## config.mk

```make
export PLATFORM = sky130hd
export DESIGN_NAME = midi_byte_stream_parser_unit
export DESIGN_NICKNAME = d
export VERILOG_FILES = /design/src/rtl/core/mbsp_pkg.sv /design/src/rtl/core/midi_byte_stream_parser_unit.sv /design/src/rtl/core/mbsp_decode.sv
export VERILOG_INCLUDE_DIRS = /design/src /design/src/rtl/core
export SDC_FILE = /design/constraint.sdc
export NUM_CORES = 1
export LEC_CHECK = 0
export ABC_AREA = 1
export BUFFER_PORTS_ARGS = -buffer_cell sky130_fd_sc_hd__buf_2
export CORE_MARGIN = 2
export CORE_UTILIZATION = 40
export CTS_BUF_LIST = sky130_fd_sc_hd__clkbuf_8
export CTS_CLUSTER_DIAMETER = 150
export DETAILED_ROUTE_END_ITERATION = 8
export HOLD_SLACK_MARGIN = 0.05
export PLACE_DENSITY = 0.68
export SLEW_MARGIN = 10
export SYNTH_ARGS = -nofsm -noshare
export SYNTH_HDL_FRONTEND = slang
export SYNTH_SLANG_ARGS = --single-unit
```

## constraint.sdc

```tcl
create_clock -name clock -period 3.04 [get_ports clock]
set_input_delay 0.912 -clock clock [delete_from_list [all_inputs] [get_ports clock]]
set_output_delay 0.912 -clock clock [all_outputs]
set_load 0.1 [all_outputs]
```

## src/rtl/core/midi_byte_stream_parser_unit_assert.svh

```systemverilog
// Assertion macros shared by the MIDI byte stream parser RTL.
`ifndef MIDI_BYTE_STREAM_PARSER_UNIT_ASSERT_SVH
`define MIDI_BYTE_STREAM_PARSER_UNIT_ASSERT_SVH

// Checks that the consequent holds in the same cycle as the antecedent.
`define MBSP_ASSERT_NOW(label, ante, cons, msg) \
   label: assert property (@(posedge clock) disable iff (reset) (ante) |-> (cons)) \
      else $error(msg);

// Checks that the consequent holds in the cycle after the antecedent.
`define MBSP_ASSERT_NEXT(label, ante, cons, msg) \
   label: assert property (@(posedge clock) disable iff (reset) (ante) |=> (cons)) \
      else $error(msg);

`endif

```

## src/rtl/core/mbsp_pkg.sv

```systemverilog
// Types, codes and constants of the MIDI byte stream parser.
package mbsp_pkg;

   localparam int SYSEX_CAPACITY = 256;
   localparam int SX_CNT_W       = $clog2(SYSEX_CAPACITY + 1);
   localparam int SX_IDX_W       = 9;

   localparam logic [2:0] EV_CLOCK   = 3'd0;
   localparam logic [2:0] EV_START   = 3'd1;
   localparam logic [2:0] EV_STOP    = 3'd2;
   localparam logic [2:0] EV_SX_BYTE = 3'd3;
   localparam logic [2:0] EV_SX_END  = 3'd4;
   localparam logic [2:0] EV_NOTE    = 3'd5;
   localparam logic [2:0] EV_PROG    = 3'd6;

   localparam logic [7:0] BYTE_CLOCK    = 8'hF8;
   localparam logic [7:0] BYTE_START    = 8'hFA;
   localparam logic [7:0] BYTE_CONTINUE = 8'hFB;
   localparam logic [7:0] BYTE_STOP     = 8'hFC;
   localparam logic [7:0] BYTE_SX_START = 8'hF0;
   localparam logic [7:0] BYTE_SX_END   = 8'hF7;
   localparam logic [3:0] TYPE_NOTE_ON  = 4'h9;
   localparam logic [3:0] TYPE_CC       = 4'hB;
   localparam logic [3:0] TYPE_PROGRAM  = 4'hC;
   localparam logic [3:0] TYPE_PRESSURE = 4'hD;
   localparam logic [7:0] CC_BANK_LSB   = 8'd32;
   localparam logic [6:0] ACCENT_VEL    = 7'd100;
   localparam logic [7:0] BANK_NONE     = 8'hFF;

   localparam logic REG_LISTEN_CHANNEL = 1'b0;
   localparam logic REG_FORWARD_CLOCK  = 1'b1;

   typedef struct packed {
      logic                in_sysex;
      logic [SX_CNT_W-1:0] sysex_count;
      logic [7:0]          running_status;
      logic                data_count;
      logic [7:0]          first_data;
      logic [7:0]          bank_low;
      logic                transport;
   } state_type;

   typedef struct packed {
      logic [2:0]          event_res;
      logic [7:0]          data_value;
      logic [6:0]          velocity;
      logic                accent;
      logic                variation;
      logic [SX_IDX_W-1:0] sysex_index;
      logic                transport;
      logic                echo_clock;
   } result_type;

endpackage

```

## src/rtl/core/midi_byte_stream_parser_unit.sv

```systemverilog
// Top level of the MIDI byte stream parser: input stage, state, result register, CSRs.
//
//   Channel  Direction  Handshake               Payload
//   req      in         req_valid / req_ready   req_rx_value
//   rsp      out        rsp_valid / rsp_ready   rsp_event_res .. rsp_echo_clock
//   csr      in         APB, pready tied high   listen_channel @0x0, forward_clock @0x4
//
// One item per cycle is accepted while the stage is empty or advancing; its result, if any, is loaded when it advances.
// The stage register decodes against the parser state and loads the result register.
// A stalled result holds the stage only when the staged item also produces a result.
// Reset is synchronous and resets the state (no bank stored), the CSRs and all valid flags.
`include "midi_byte_stream_parser_unit_assert.svh"

module midi_byte_stream_parser_unit (
   input  logic                           clock,
   input  logic                           reset,
   input  logic                           req_valid,
   output logic                           req_ready,
   input  logic [7:0]                     req_rx_value,
   output logic                           rsp_valid,
   input  logic                           rsp_ready,
   output logic [2:0]                     rsp_event_res,
   output logic [7:0]                     rsp_data_value,
   output logic [6:0]                     rsp_velocity,
   output logic                           rsp_accent,
   output logic                           rsp_variation,
   output logic [mbsp_pkg::SX_IDX_W-1:0]  rsp_sysex_index,
   output logic                           rsp_transport,
   output logic                           rsp_echo_clock,
   input  logic                           csr_psel,
   input  logic                           csr_penable,
   input  logic                           csr_pwrite,
   input  logic [2:0]                     csr_paddr,
   input  logic [31:0]                    csr_pwdata,
   output logic [31:0]                    csr_prdata,
   output logic                           csr_pready
);
   import mbsp_pkg::*;

   logic       stage_valid_ff, stage_valid_in;
   logic [7:0] stage_byte_ff;
   state_type  state_ff, state_in;
   result_type rsp_ff, dec_result;
   logic       rsp_valid_ff, rsp_valid_in;
   logic       dec_fire;
   logic       advance;
   logic [4:0] listen_channel_ff;
   logic       forward_clock_ff;
   logic       csr_write;

   mbsp_decode u_decode (
      .rx_byte        (stage_byte_ff),
      .state_cur      (state_ff),
      .listen_channel (listen_channel_ff),
      .forward_clock  (forward_clock_ff),
      .state_nxt      (state_in),
      .result         (dec_result),
      .fire           (dec_fire)
   );

   // An item without a result never waits on the output side.
   assign advance        = stage_valid_ff && (!dec_fire || !rsp_valid_ff || rsp_ready);
   assign req_ready      = !stage_valid_ff || advance;
   assign stage_valid_in = req_valid || (stage_valid_ff && !advance);

   always_comb begin
      rsp_valid_in = rsp_valid_ff;
      if (advance && dec_fire) begin
         rsp_valid_in = 1'b1;
      end else if (rsp_ready) begin
         rsp_valid_in = 1'b0;
      end
   end

   always_ff @(posedge clock) begin
      if (reset) begin
         stage_valid_ff <= 1'b0;
         rsp_valid_ff   <= 1'b0;
         state_ff       <= '{in_sysex: 1'b0, sysex_count: '0, running_status: 8'd0,
                             data_count: 1'b0, first_data: 8'd0, bank_low: BANK_NONE,
                             transport: 1'b0};
      end else begin
         if (req_ready) begin
            stage_valid_ff <= stage_valid_in;
         end
         rsp_valid_ff <= rsp_valid_in;
         if (advance) begin
            state_ff <= state_in;
         end
      end
   end

   always_ff @(posedge clock) begin
      if (req_valid && req_ready) begin
         stage_byte_ff <= req_rx_value;
      end
      if (advance && dec_fire) begin
         rsp_ff <= dec_result;
      end
   end

   assign rsp_valid       = rsp_valid_ff;
   assign rsp_event_res   = rsp_ff.event_res;
   assign rsp_data_value  = rsp_ff.data_value;
   assign rsp_velocity    = rsp_ff.velocity;
   assign rsp_accent      = rsp_ff.accent;
   assign rsp_variation   = rsp_ff.variation;
   assign rsp_sysex_index = rsp_ff.sysex_index;
   assign rsp_transport   = rsp_ff.transport;
   assign rsp_echo_clock  = rsp_ff.echo_clock;

   // Registers sit at word addresses; the byte offset bits are ignored.
   assign csr_pready = 1'b1;
   assign csr_write  = csr_psel && csr_penable && csr_pwrite;

   always_ff @(posedge clock) begin
      if (reset) begin
         listen_channel_ff <= 5'd0;
         forward_clock_ff  <= 1'b0;
      end else if (csr_write) begin
         unique case (csr_paddr[2])
            REG_LISTEN_CHANNEL: listen_channel_ff <= csr_pwdata[4:0];
            REG_FORWARD_CLOCK:  forward_clock_ff  <= csr_pwdata[0];
            default: ;
         endcase
      end
   end

   always_comb begin
      unique case (csr_paddr[2])
         REG_LISTEN_CHANNEL: csr_prdata = {27'd0, listen_channel_ff};
         REG_FORWARD_CLOCK:  csr_prdata = {31'd0, forward_clock_ff};
         default:            csr_prdata = 32'd0;
      endcase
   end

   `MBSP_ASSERT_NOW(a_vel_only_on_note,
      rsp_valid_ff && (rsp_ff.event_res != EV_NOTE),
      (rsp_ff.velocity == 7'd0) && !rsp_ff.accent,
      "velocity or accent set on an event other than note on")
   `MBSP_ASSERT_NOW(a_accent_matches_vel,
      rsp_valid_ff && rsp_ff.accent,
      rsp_ff.velocity >= ACCENT_VEL,
      "accent set with a velocity below the accent threshold")
   `MBSP_ASSERT_NOW(a_sysex_count_bound,
      1'b1,
      state_ff.sysex_count <= SX_CNT_W'(SYSEX_CAPACITY),
      "sysex count beyond capacity")
   `MBSP_ASSERT_NEXT(a_sysex_restart,
      advance && (stage_byte_ff == BYTE_SX_START),
      state_ff.in_sysex && (state_ff.sysex_count == '0),
      "sysex start did not open an empty sysex")

endmodule

```

## src/rtl/core/mbsp_decode.sv

```systemverilog
// Decode of one MIDI byte against the parser state: next state and optional event.
module mbsp_decode (
   input  logic [7:0]             rx_byte,
   input  mbsp_pkg::state_type    state_cur,
   input  logic [4:0]             listen_channel,
   input  logic                   forward_clock,
   output mbsp_pkg::state_type    state_nxt,
   output mbsp_pkg::result_type   result,
   output logic                   fire
);
   import mbsp_pkg::*;

   logic [3:0] msg_type;
   logic       need_two;
   logic [7:0] d0;
   logic       chan_ok;
   logic [6:0] prog;

   assign msg_type = state_cur.running_status[7:4];
   assign need_two = (msg_type != TYPE_PROGRAM) && (msg_type != TYPE_PRESSURE);
   assign d0       = need_two ? state_cur.first_data : rx_byte;
   assign prog     = d0[6:0];
   assign chan_ok  = (listen_channel == 5'd0) ||
                     (({1'b0, state_cur.running_status[3:0]} + 5'd1) == listen_channel);

   always_comb begin
      state_nxt = state_cur;
      result    = '0;
      fire      = 1'b0;

      priority if (rx_byte >= BYTE_CLOCK) begin
         // Real-time bytes pass through any message, SysEx included.
         unique case (rx_byte)
            BYTE_CLOCK: begin
               fire              = 1'b1;
               result.event_res  = EV_CLOCK;
               result.echo_clock = forward_clock;
            end
            BYTE_START, BYTE_CONTINUE: begin
               fire                = 1'b1;
               result.event_res    = EV_START;
               state_nxt.transport = 1'b1;
            end
            BYTE_STOP: begin
               fire                = 1'b1;
               result.event_res    = EV_STOP;
               state_nxt.transport = 1'b0;
            end
            default: ;
         endcase
      end else if (rx_byte == BYTE_SX_START) begin
         state_nxt.in_sysex    = 1'b1;
         state_nxt.sysex_count = '0;
      end else if (rx_byte == BYTE_SX_END) begin
         state_nxt.in_sysex = 1'b0;
         if (state_cur.in_sysex) begin
            fire               = 1'b1;
            result.event_res   = EV_SX_END;
            result.sysex_index = SX_IDX_W'(state_cur.sysex_count);
         end
      end else if (state_cur.in_sysex) begin
         // Bytes past the capacity are dropped without an item.
         if (state_cur.sysex_count < SX_CNT_W'(SYSEX_CAPACITY)) begin
            fire                  = 1'b1;
            result.event_res      = EV_SX_BYTE;
            result.data_value     = rx_byte;
            result.sysex_index    = SX_IDX_W'(state_cur.sysex_count);
            state_nxt.sysex_count = state_cur.sysex_count + SX_CNT_W'(1);
         end
      end else if (rx_byte[7]) begin
         state_nxt.running_status = rx_byte;
         state_nxt.data_count     = 1'b0;
      end else if (state_cur.running_status == 8'd0) begin
         // Data with no status seen yet is ignored.
      end else if (need_two && !state_cur.data_count) begin
         state_nxt.first_data = rx_byte;
         state_nxt.data_count = 1'b1;
      end else begin
         state_nxt.data_count = 1'b0;
         if (chan_ok) begin
            if (msg_type == TYPE_NOTE_ON) begin
               if (rx_byte != 8'd0) begin
                  fire              = 1'b1;
                  result.event_res  = EV_NOTE;
                  result.data_value = d0;
                  result.velocity   = rx_byte[6:0];
                  result.accent     = rx_byte[6:0] >= ACCENT_VEL;
               end
            end else if (msg_type == TYPE_CC) begin
               if (d0 == CC_BANK_LSB) begin
                  state_nxt.bank_low = rx_byte;
               end
            end else if (msg_type == TYPE_PROGRAM) begin
               fire              = 1'b1;
               result.event_res  = EV_PROG;
               result.data_value = {4'd0, prog[3:0]};
               // A stored bank of 0 or 1 overrides the program number bit.
               result.variation  = (state_cur.bank_low <= 8'd1) ?
                                   state_cur.bank_low[0] : prog[4];
            end
         end
      end

      result.transport = state_nxt.transport;
   end

endmodule

```

==> impl_metrics.yaml, run 1 <==
yosys:
  syn_avg_cell_area_um2: 8.04
  synth_top_area_frac: 0.273
  async_flop_share: 0
  synth_cells: 533
  yosysTopAreaCell: "edfxtp_1"
  yosys_most_used_dff: "dfxtp_1"
  synth_seq_cells: 82
  synthDistinctLibCells: 41
  synth_most_common_cell: "nand2_1"
  ys_warn_count: 0
  netlist_top_cells_count: "nand2_1, nor2_1, inv_1"
  ys_seq_area_frac: 0.474
  synthesis.area_mm2: 0.00428
  synthTopCellsByArea: "edfxtp_1, dfxtp_1, nand2_1, nor2_1, buf_4"
  synth_edf_count: 39
sta:
  fin_ws_ns: 0.0780
  tightest_slew_ns: 0.656
  skew_ns: 0.0175
  fin_crit_sh: 0.974
  post-route-min-period_ns: 2.96
  fmax_ghz: 0.338
  finalSetupViolCount: 0
  hold_violations: 0
  relSlewSlack: 0.562
  finalMaxSlewViolations: 0
  fin_hold_ws_ns: 0.450
clock_tree:
  clk_pin_slew_ns: 0.08
  h-tree-depth: 3
  cts_root_buf: "clkbuf_8"
  insertion_delay_ns: 0.37
  cts.sinks: 82
  cts_tree: "built"
  cts_hold_buf: 0
  ctsLongestPathBuffers: 2
  cts_buffers: 9
drt:
  wl_met3_um: 658
  drc: 0
  drtIter0Drc: 230
  routed_wl_um: 9280
  m1WireLength_um: 4170
  wl_per_cell_um: 12.4
  drtAntennaViolNets: 0
  vias_per_cell: 4.78
  met2WireLength_um: 4240
  top_layer_used: "met4"
  firstDrtPassIters: 5
  num_vias: 3568
grt:
  grt_max_degree: 30
  gr-total-overflow: 0
  track_usage: 0.169
  grt_pass1_vias: 3225
  antenna_found_initial: 0
  grt_pass1_wl_um: 15400
placed_design:
  io_buffers: 58
  place_congestion: 0.948
  place_area_mm2: 0.00466
  pre_cts_ws_ns: 0.267
  dpl.hpwl_um: 6900
floorplan:
  io-pin-count: 116
  die_w_um: 107
  row_count: 37
  initial_core_util: 0.413
  die-area_mm2: 0.0116
  die-height_um: 107
  core_area_mm2: 0.0104
finish:
  syn2layout_area_growth_pct: 15.9
  fin_area_mm2: 0.00496
  layout.nets: 658
  antenna_cells: 0
  drive_gt1_frac: 0.220
  utilization: 0.479
setup_path:
  worstPathRequired_ns: 2.13
  worst_setup_path_start_kind: "flip-flop"
  critPathKind: "reg -> out"
  critical_path_arrival_ns: 2.05
  end_kind: "output pin"
  cp_max_fo: 6
pwr:
  vdd_drop_max_mv: 0.284
  p_per_area_mw_per_mm2: 469
  cellLeakagePower_uw: 0.00222
  power_uw: 2330
run:
  cap_violations: 0
outcome:
  status: "finished, final reports clean"
hold_path:
  hp-class: "reg -> reg"
==> path summary, 6_finish.rpt <==
kind / from / end / slack (ns) / cells past startpoint
hold / removal: state_ff[8] / state_ff[8] / 0.45 / 2
setup reg to reg: state_ff[18] / rsp_accent / 0.58 / 15
setup / recovery: stage_byte_ff[4] / req_ready / 0.08 / 10
hold reg to reg: state_ff[8] / state_ff[8] / 0.45 / 2
==> report_power, final <==
part	switching [µW]	internal (µW)
logic	306	79.8
clock network	428	308
registers	30.4	1180
total	765	1560
==> metrics by stage <==
stage	setup TNS, ns	std cells
2_1_floorplan	-0.943	559
3_3_place_gp	0	720
3_5_place_dp	0	720
4_1_cts	0	737
5_1_grt	-0.00176	746
6_report	0	746
==> state kept, by name, indices dropped and copies added (netlist names) <==
| name | count |
|---|---|
| state_ff | 35 |
| rsp_sysex_index | 9 |
| rsp_data_value | 8 |
| stage_byte_ff | 8 |
| rsp_velocity | 7 |
| listen_channel_ff | 5 |
| rsp_event_res | 3 |
| forward_clock_ff | 1 |
| rsp_accent | 1 |
| rsp_echo_clock | 1 |
| rsp_transport | 1 |
| rsp_valid | 1 |
| rsp_variation | 1 |
| stage_valid_ff | 1 |
==> area by class of cell <==
class	count	area, µm²
Clock inverter	7	58.8
Inverter	65	244
Tap cell	136	170
Timing Repair Buffer	79	475
Sequential cell	82	2040
Clock buffer	9	124
Fill cell	1053	5410
Multi-Input combinational cell	368	1860
==> placed cells by master, fill, tap and decap left out, types with 3 or more instances in the layout <==
cell       Yosys  final
a21oi_1       20     20
a2bb2oi_1      3      3
buf_2          5     57
buf_4         30     20
clkbuf_8       0      9
conb_1         2     28
dfxtp_1       43     40
dfxtp_2        0      3
edfxtp_1      39     39
inv_1         60     58
inv_2          4      6
inv_6          0      3
nand2_1      111    110
nand2_2        2      3
nand3_1       37     36
nand4_1        9      9
nand4_4        3      3
nor2_1        83     83
nor2_2         7      7
nor2_4         3      3
nor3_1         9      9
nor4_1         4      4
o21ai_0       21     18
o21ai_1        1      3
xor2_1         3      3
==> cells by family (layout without fill, tap and decap cells) <==
family          after synthesis  after routing  share of synthesized area
fa+ha+maj                     3              3                    0.00877
other cells                   2             28                    0.00175
simple gates                277            277                      0.301
compound gates               56             56                     0.0792
flops                        82             82                      0.474
xor+xnor                      4              4                    0.00818
buf+inv                     109            160                      0.127
==> routing by layer <==
metal | up-vias | global-route usage
met2 | 125 | 0.265
met4 | 0 | 0.0586
li1 | 1808 | -
met5 | - | 0
met1 | 1617 | 0.228
met3 | 18 | 0.0387
==> critical path, stage by stage (launching register included) <==
cell	delay, ns
edfxtp_1	0.52
inv_1	0.15
nand3_1	0.11
nor2_1	0.05
nor2_2	0.16
nor2_1	0.08
nor2_2	0.15
nand2_4	0.10
nand2_8	0.08
nand3_4	0.08
buf_12	0.20
==> what timing repair did <==
action	in CTS	in global routing
setup buffers	1	9
pin swaps	2	7
resized for setup	5	8
cloned	0	0
endpoints found under the setup margin	1	1
No activity file was read; power rests on OpenSTA's default activity.
==> run 2, diff against run 1 <==
--- a/config.mk
+++ b/config.mk
@@ -9,12 +9,13 @@
 export ABC_AREA = 1
 export BUFFER_PORTS_ARGS = -buffer_cell sky130_fd_sc_hd__buf_2
 export CORE_MARGIN = 2
-export CORE_UTILIZATION = 40
+export CORE_UTILIZATION = 35
 export CTS_BUF_LIST = sky130_fd_sc_hd__clkbuf_8
 export CTS_CLUSTER_DIAMETER = 150
 export DETAILED_ROUTE_END_ITERATION = 8
 export HOLD_SLACK_MARGIN = 0.05
-export PLACE_DENSITY = 0.68
+export PLACE_DENSITY = 0.61
+export RECOVER_POWER = 50
 export SLEW_MARGIN = 10
 export SYNTH_ARGS = -nofsm -noshare
 export SYNTH_HDL_FRONTEND = slang
==> impl_metrics.yaml, run 2 (same netlist as run 1, synthesis figures left out) <==
sta:
  tightest_slew_ns: 1.14
  tns_ns: 0
  skew_ns: 0.0174
  fin_crit_sh: 0.966
  hold_violations: 0
  rsz0062_at_grt: "true"
  finalSetupViolCount: 0
  relSlewSlack: 0.238
  fmax_ghz: 0.341
  finalMaxSlewViolations: 0
  fin_ws_ns: 0.105
  post-route-min-period_ns: 2.94
floorplan:
  core_area_mm2: 0.0120
  io-pin-count: 116
  die-area_mm2: 0.0131
  initial_core_util: 0.358
  row_count: 40
  die-height_um: 115
  die_w_um: 115
clock_tree:
  insertion_delay_ns: 0.36
  clk_pin_slew_ns: 0.07
  cts.sinks: 82
  cts_hold_buf: 0
  cts_root_buf: "clkbuf_8"
  ctsLongestPathBuffers: 2
  cts_buffers: 9
  h-tree-depth: 3
  cts_tree: "built"
pwr:
  cellLeakagePower_uw: 0.00225
  share_comb_of_total_power: 0.161
  clkPwrFrac: 0.338
  p_int_uw: 1710
  switching_share: 0.292
  vdd_drop_max_mv: 0.280
  p_seq_frac: 0.501
  net-switching-power_uw: 703
  p_per_area_mw_per_mm2: 481
outcome:
  status: "finished, final reports clean"
finish:
  antenna_cells: 0
  largest_reg_flops: 35
  final_cell_count_no_fill: 760
  largest-register: "state_ff"
  fin_area_mm2: 0.00501
  drive_gt1_frac: 0.214
  layout.nets: 661
  utilization: 0.419
  most-common-layout-cells: "nand2_1, nor2_1, inv_1"
  layout_commonest_cell: "nand2_1"
  syn2layout_area_growth_pct: 17.0
grt:
  grt_max_degree: 29
  antenna_found_initial: 0
  grt_pass1_wl_um: 15600
  grt_pass1_vias: 3221
  gr-total-overflow: 0
  track_usage: 0.152
drt:
  drtAntennaViolNets: 0
  vias_per_cell: 4.67
  wl_per_cell_um: 12.6
  num_vias: 3548
  routed_wl_um: 9610
  drc: 0
  drtIter0Drc: 217
  firstDrtPassIters: 4
setup_path:
  cp_max_fo: 4
  end_kind: "output pin"
  worst_setup_path_start_kind: "flip-flop"
  critPathKind: "reg -> out"
  critical_path_arrival_ns: 2.02
  worstPathRequired_ns: 2.13
placed_design:
  place_area_mm2: 0.00467
  placed_cells: 731
  pre_cts_ws_ns: 0.240
  io_buffers: 58
  place_congestion: 0.945
  dpl.hpwl_um: 7120
run:
  cap_violations: 0
hold_path:
  hp-class: "reg -> reg"
[run 2: cell types whose count changed in the layout (fill, tap and decap cells not counted), sizes merged]
cell      change
clkbuf        +2
clkinvlp      -2
buf           +1
bufinv        +2
[run 2: final timing paths]
path,slack [ns],end,depth (start not counted),from
worst min-delay path,0.45,state_ff[8],2,state_ff[8]
worst max-delay path,0.10,req_ready,9,stage_byte_ff[0]
worst min register to register,0.45,state_ff[8],2,state_ff[8]
worst max register to register,0.28,rsp_accent,16,state_ff[18]
[run 2: worst max-delay path: stages, from the launching register on]
cell      delay (ns)
edfxtp_1        0.50
buf_4           0.19
nand2_1         0.05
nor3_1          0.22
nand3_1         0.15
nand2_1         0.12
a21oi_2         0.07
nand2_4         0.09
nand3_4         0.08
buf_12          0.20
[run 2: power by group through the flow]
stage	Clock, µW	Combinational, µW	Sequential (µW)
3_5_place_dp	0	362	1240
3_3_place_gp	0	360	1230
5_1_grt	884	417	1210
2_1_floorplan	0	330	1230
4_1_cts	844	371	1210
6_report	815	388	1210
[run 2: per-layer routing]
layer  track usage  routed length, µm  vias up
met5             0                  0        -
met4        0.0472                106        0
met3        0.0408                614       11
met2         0.245               4510      108
met1         0.199               4370     1619
li1              -                  -     1810
[run 2: through the flow]
step / hold slack (ns) / total power [µW]
2_1_floorplan: 0.420 / 1560
3_3_place_gp: 0.435 / 1590
6_report: 0.450 / 2410
5_1_grt: 0.470 / 2510
4_1_cts: 0.451 / 2420
3_5_place_dp: 0.435 / 1600
[run 2: area by class of cell]
cell class / instances / area, µm²
Clock inverter: 7 / 80.1
Sequential cell: 82 / 2040
Timing Repair Buffer: 82 / 493
Inverter: 65 / 246
Tap cell: 147 / 184
Multi-Input combinational cell: 368 / 1840
Fill cell: 1205 / 6950
Clock buffer: 9 / 124
[run 2: timing repair]
action | 4_1_cts | 5_1_grt
setup buffers | 3 | 10
gates resized for setup | 5 | 9
pin swaps | 3 | 5
endpoints found under the setup margin | 1 | 1
==> run 3, diff against run 2 <==
--- a/config.mk
+++ b/config.mk
@@ -8,6 +8,7 @@
 export LEC_CHECK = 0
 export ABC_AREA = 1
 export BUFFER_PORTS_ARGS = -buffer_cell sky130_fd_sc_hd__buf_2
+export CORE_ASPECT_RATIO = 1.4
 export CORE_MARGIN = 2
 export CORE_UTILIZATION = 35
 export CTS_BUF_LIST = sky130_fd_sc_hd__clkbuf_8
==> constraint.sdc (replaced) <==
create_clock -name clock -period 3.6 [get_ports clock]
set_input_delay 1.08 -clock clock [delete_from_list [all_inputs] [get_ports clock]]
set_output_delay 1.08 -clock clock [all_outputs]
set_load 0.1 [all_outputs]
==> impl_metrics.yaml, run 3 (same netlist as run 1, synthesis figures left out) <==
outcome:
  status: "finished, final reports clean"
grt:
  gr-total-overflow: 0
  grt_max_degree: 33
  grt.busiest_layer: "met2"
  antenna_found_initial: 0
  grtUsageMet2: 0.271
  grt_pass1_vias: 3366
  grt_pass1_wl_um: 16000
  met3_usage: 0.0274
  track_usage: 0.153
  globalRouteMet1Util: 0.175
setup_path:
  crit_chain: "nand4_1 -> inv_1 -> nand2_1 -> o21ai_0 -> a21oi_2 -> nand2_4 -> nand3_2 -> buf_12"
  critical_path_arrival_ns: 2.28
  worstPathRequired_ns: 2.52
  worst_setup_path_start_kind: "flip-flop"
  r2r_start: "stage_byte_ff[5]"
  path_delay_family: "simple AND/OR/NAND/NOR gates"
  cpMaxStageDelayCell: "edfxtp_1"
  cp_max_fo: 7
  slowest_delay_ns: 0.54
  end_kind: "output pin"
  critical_path_buf_inv_count: 2
  critPathKind: "reg -> out"
  crit_start: "stage_byte_ff[5]"
floorplan:
  initial_core_util: 0.361
  io-pin-count: 116
  die-height_um: 135
  row_count: 47
  die_w_um: 97.5
  die-area_mm2: 0.0131
  core_area_mm2: 0.0119
drt:
  firstDrtPassIters: 4
  num_vias: 3465
  vias_per_cell: 4.64
  drtIter0Drc: 128
  wl_per_cell_um: 12.9
  drtAntennaViolNets: 0
  drc: 0
  routed_wl_um: 9630
sta:
  post-route-min-period_ns: 3.36
  fin_crit_sh: 0.935
  fmax_ghz: 0.297
  finalSetupViolCount: 0
  finalMaxSlewViolations: 0
  tns_ns: 0
  relSlewSlack: 0.156
  hold_violations: 0
  rsz0062_at_grt: "false"
  skew_ns: 0.00873
  tightest_slew_ns: 1.27
clock_tree:
  cts_tree: "built"
  cts_buffers: 9
  insertion_delay_ns: 0.37
  clk_pin_slew_ns: 0.08
  ctsLongestPathBuffers: 2
  h-tree-depth: 3
  cts.sinks: 82
  cts_root_buf: "clkbuf_8"
finish:
  layout_commonest_cell: "nand2_1"
  largest_reg_flops: 35
  most-common-layout-cells: "nand2_1, nor2_1, inv_1"
  antenna_cells: 0
  syn2layout_area_growth_pct: 11.1
  layout.nets: 647
  drive_gt1_frac: 0.122
  largest-register: "state_ff"
run:
  cap_violations: 0
pwr:
  p_per_area_mw_per_mm2: 435
  cellLeakagePower_uw: 0.00208
  power_uw: 2070
  vdd_drop_max_mv: 0.174
placed_design:
  place_congestion: 0.917
  dpl.hpwl_um: 7210
  io_buffers: 58
hold_path:
  worstHoldStart: "state_ff[8]"
  hp-class: "reg -> reg"
[run 3: cell count changes in the layout (fill, tap and decap cells not counted), sizes merged]
cell	before	now
buf	80	33
clkbuf	11	45
clkinv	3	2
clkinvlp	0	2
inv	67	65
[run 3: final cells by class]
type	count	area [µm²]
fillers	1260	7120
inverters	65	244
clock buffers	10	138
multi-input cells	368	1740
repair buffers	68	332
well taps	147	184
clock inverters	6	88.8
flip-flops and latches	82	2030
[run 3: worst paths after layout]
check,endpoint,slack [ns],cells past startpoint
hold reg to reg,state_ff[8],0.46,2
hold / removal,state_ff[8],0.46,2
setup / recovery,req_ready,0.24,8
setup reg to reg,state_ff[2],0.60,10
[run 3: worst register-to-register path: stages, from the launching register on]
cell and delay (ns):
edfxtp_1 0.54, nand4_1 0.34, nor2_4 0.27, nor2_2 0.08, a21oi_2 0.19, nand2_4 0.09
a21oi_1 0.18, clkbuf_1 0.70, nand2_2 0.25, nand2_1 0.13, nand3_1 0.07
[run 3: power breakdown]
group | switching, µW | internal (µW) | total [µW]
sequential | 23.7 | 994 | 1020
clock | 341 | 410 | 751
combinational | 251 | 52.3 | 304
[run 3: per-stage QoR]
stage	utilization	cell area (µm²)	setup WS, ns	std cells	hold slack, ns
4_1_cts	0.409	4860	0.0226	746	0.467
3_3_place_gp	0.390	4630	0.414	730	0.435
5_1_grt	0.401	4760	0.0315	746	0.499
2_1_floorplan	-	4380	-0.0119	559	0.420
6_report	0.401	4760	0.236	746	0.463
3_5_place_dp	0.390	4630	0.388	730	0.442
[run 3: per-layer routing]
metal,part of all wire,vias to the layer above
met5,0,-
met4,0.017,0
met3,0.057,9
met2,0.51,86
met1,0.42,1584
li1,-,1786
[run 3: timing repair]
item                       CTS  global route
setup endpoints to repair    1             1
resized for setup            1             5
hold buffers                 0             0
setup buffers                0             0
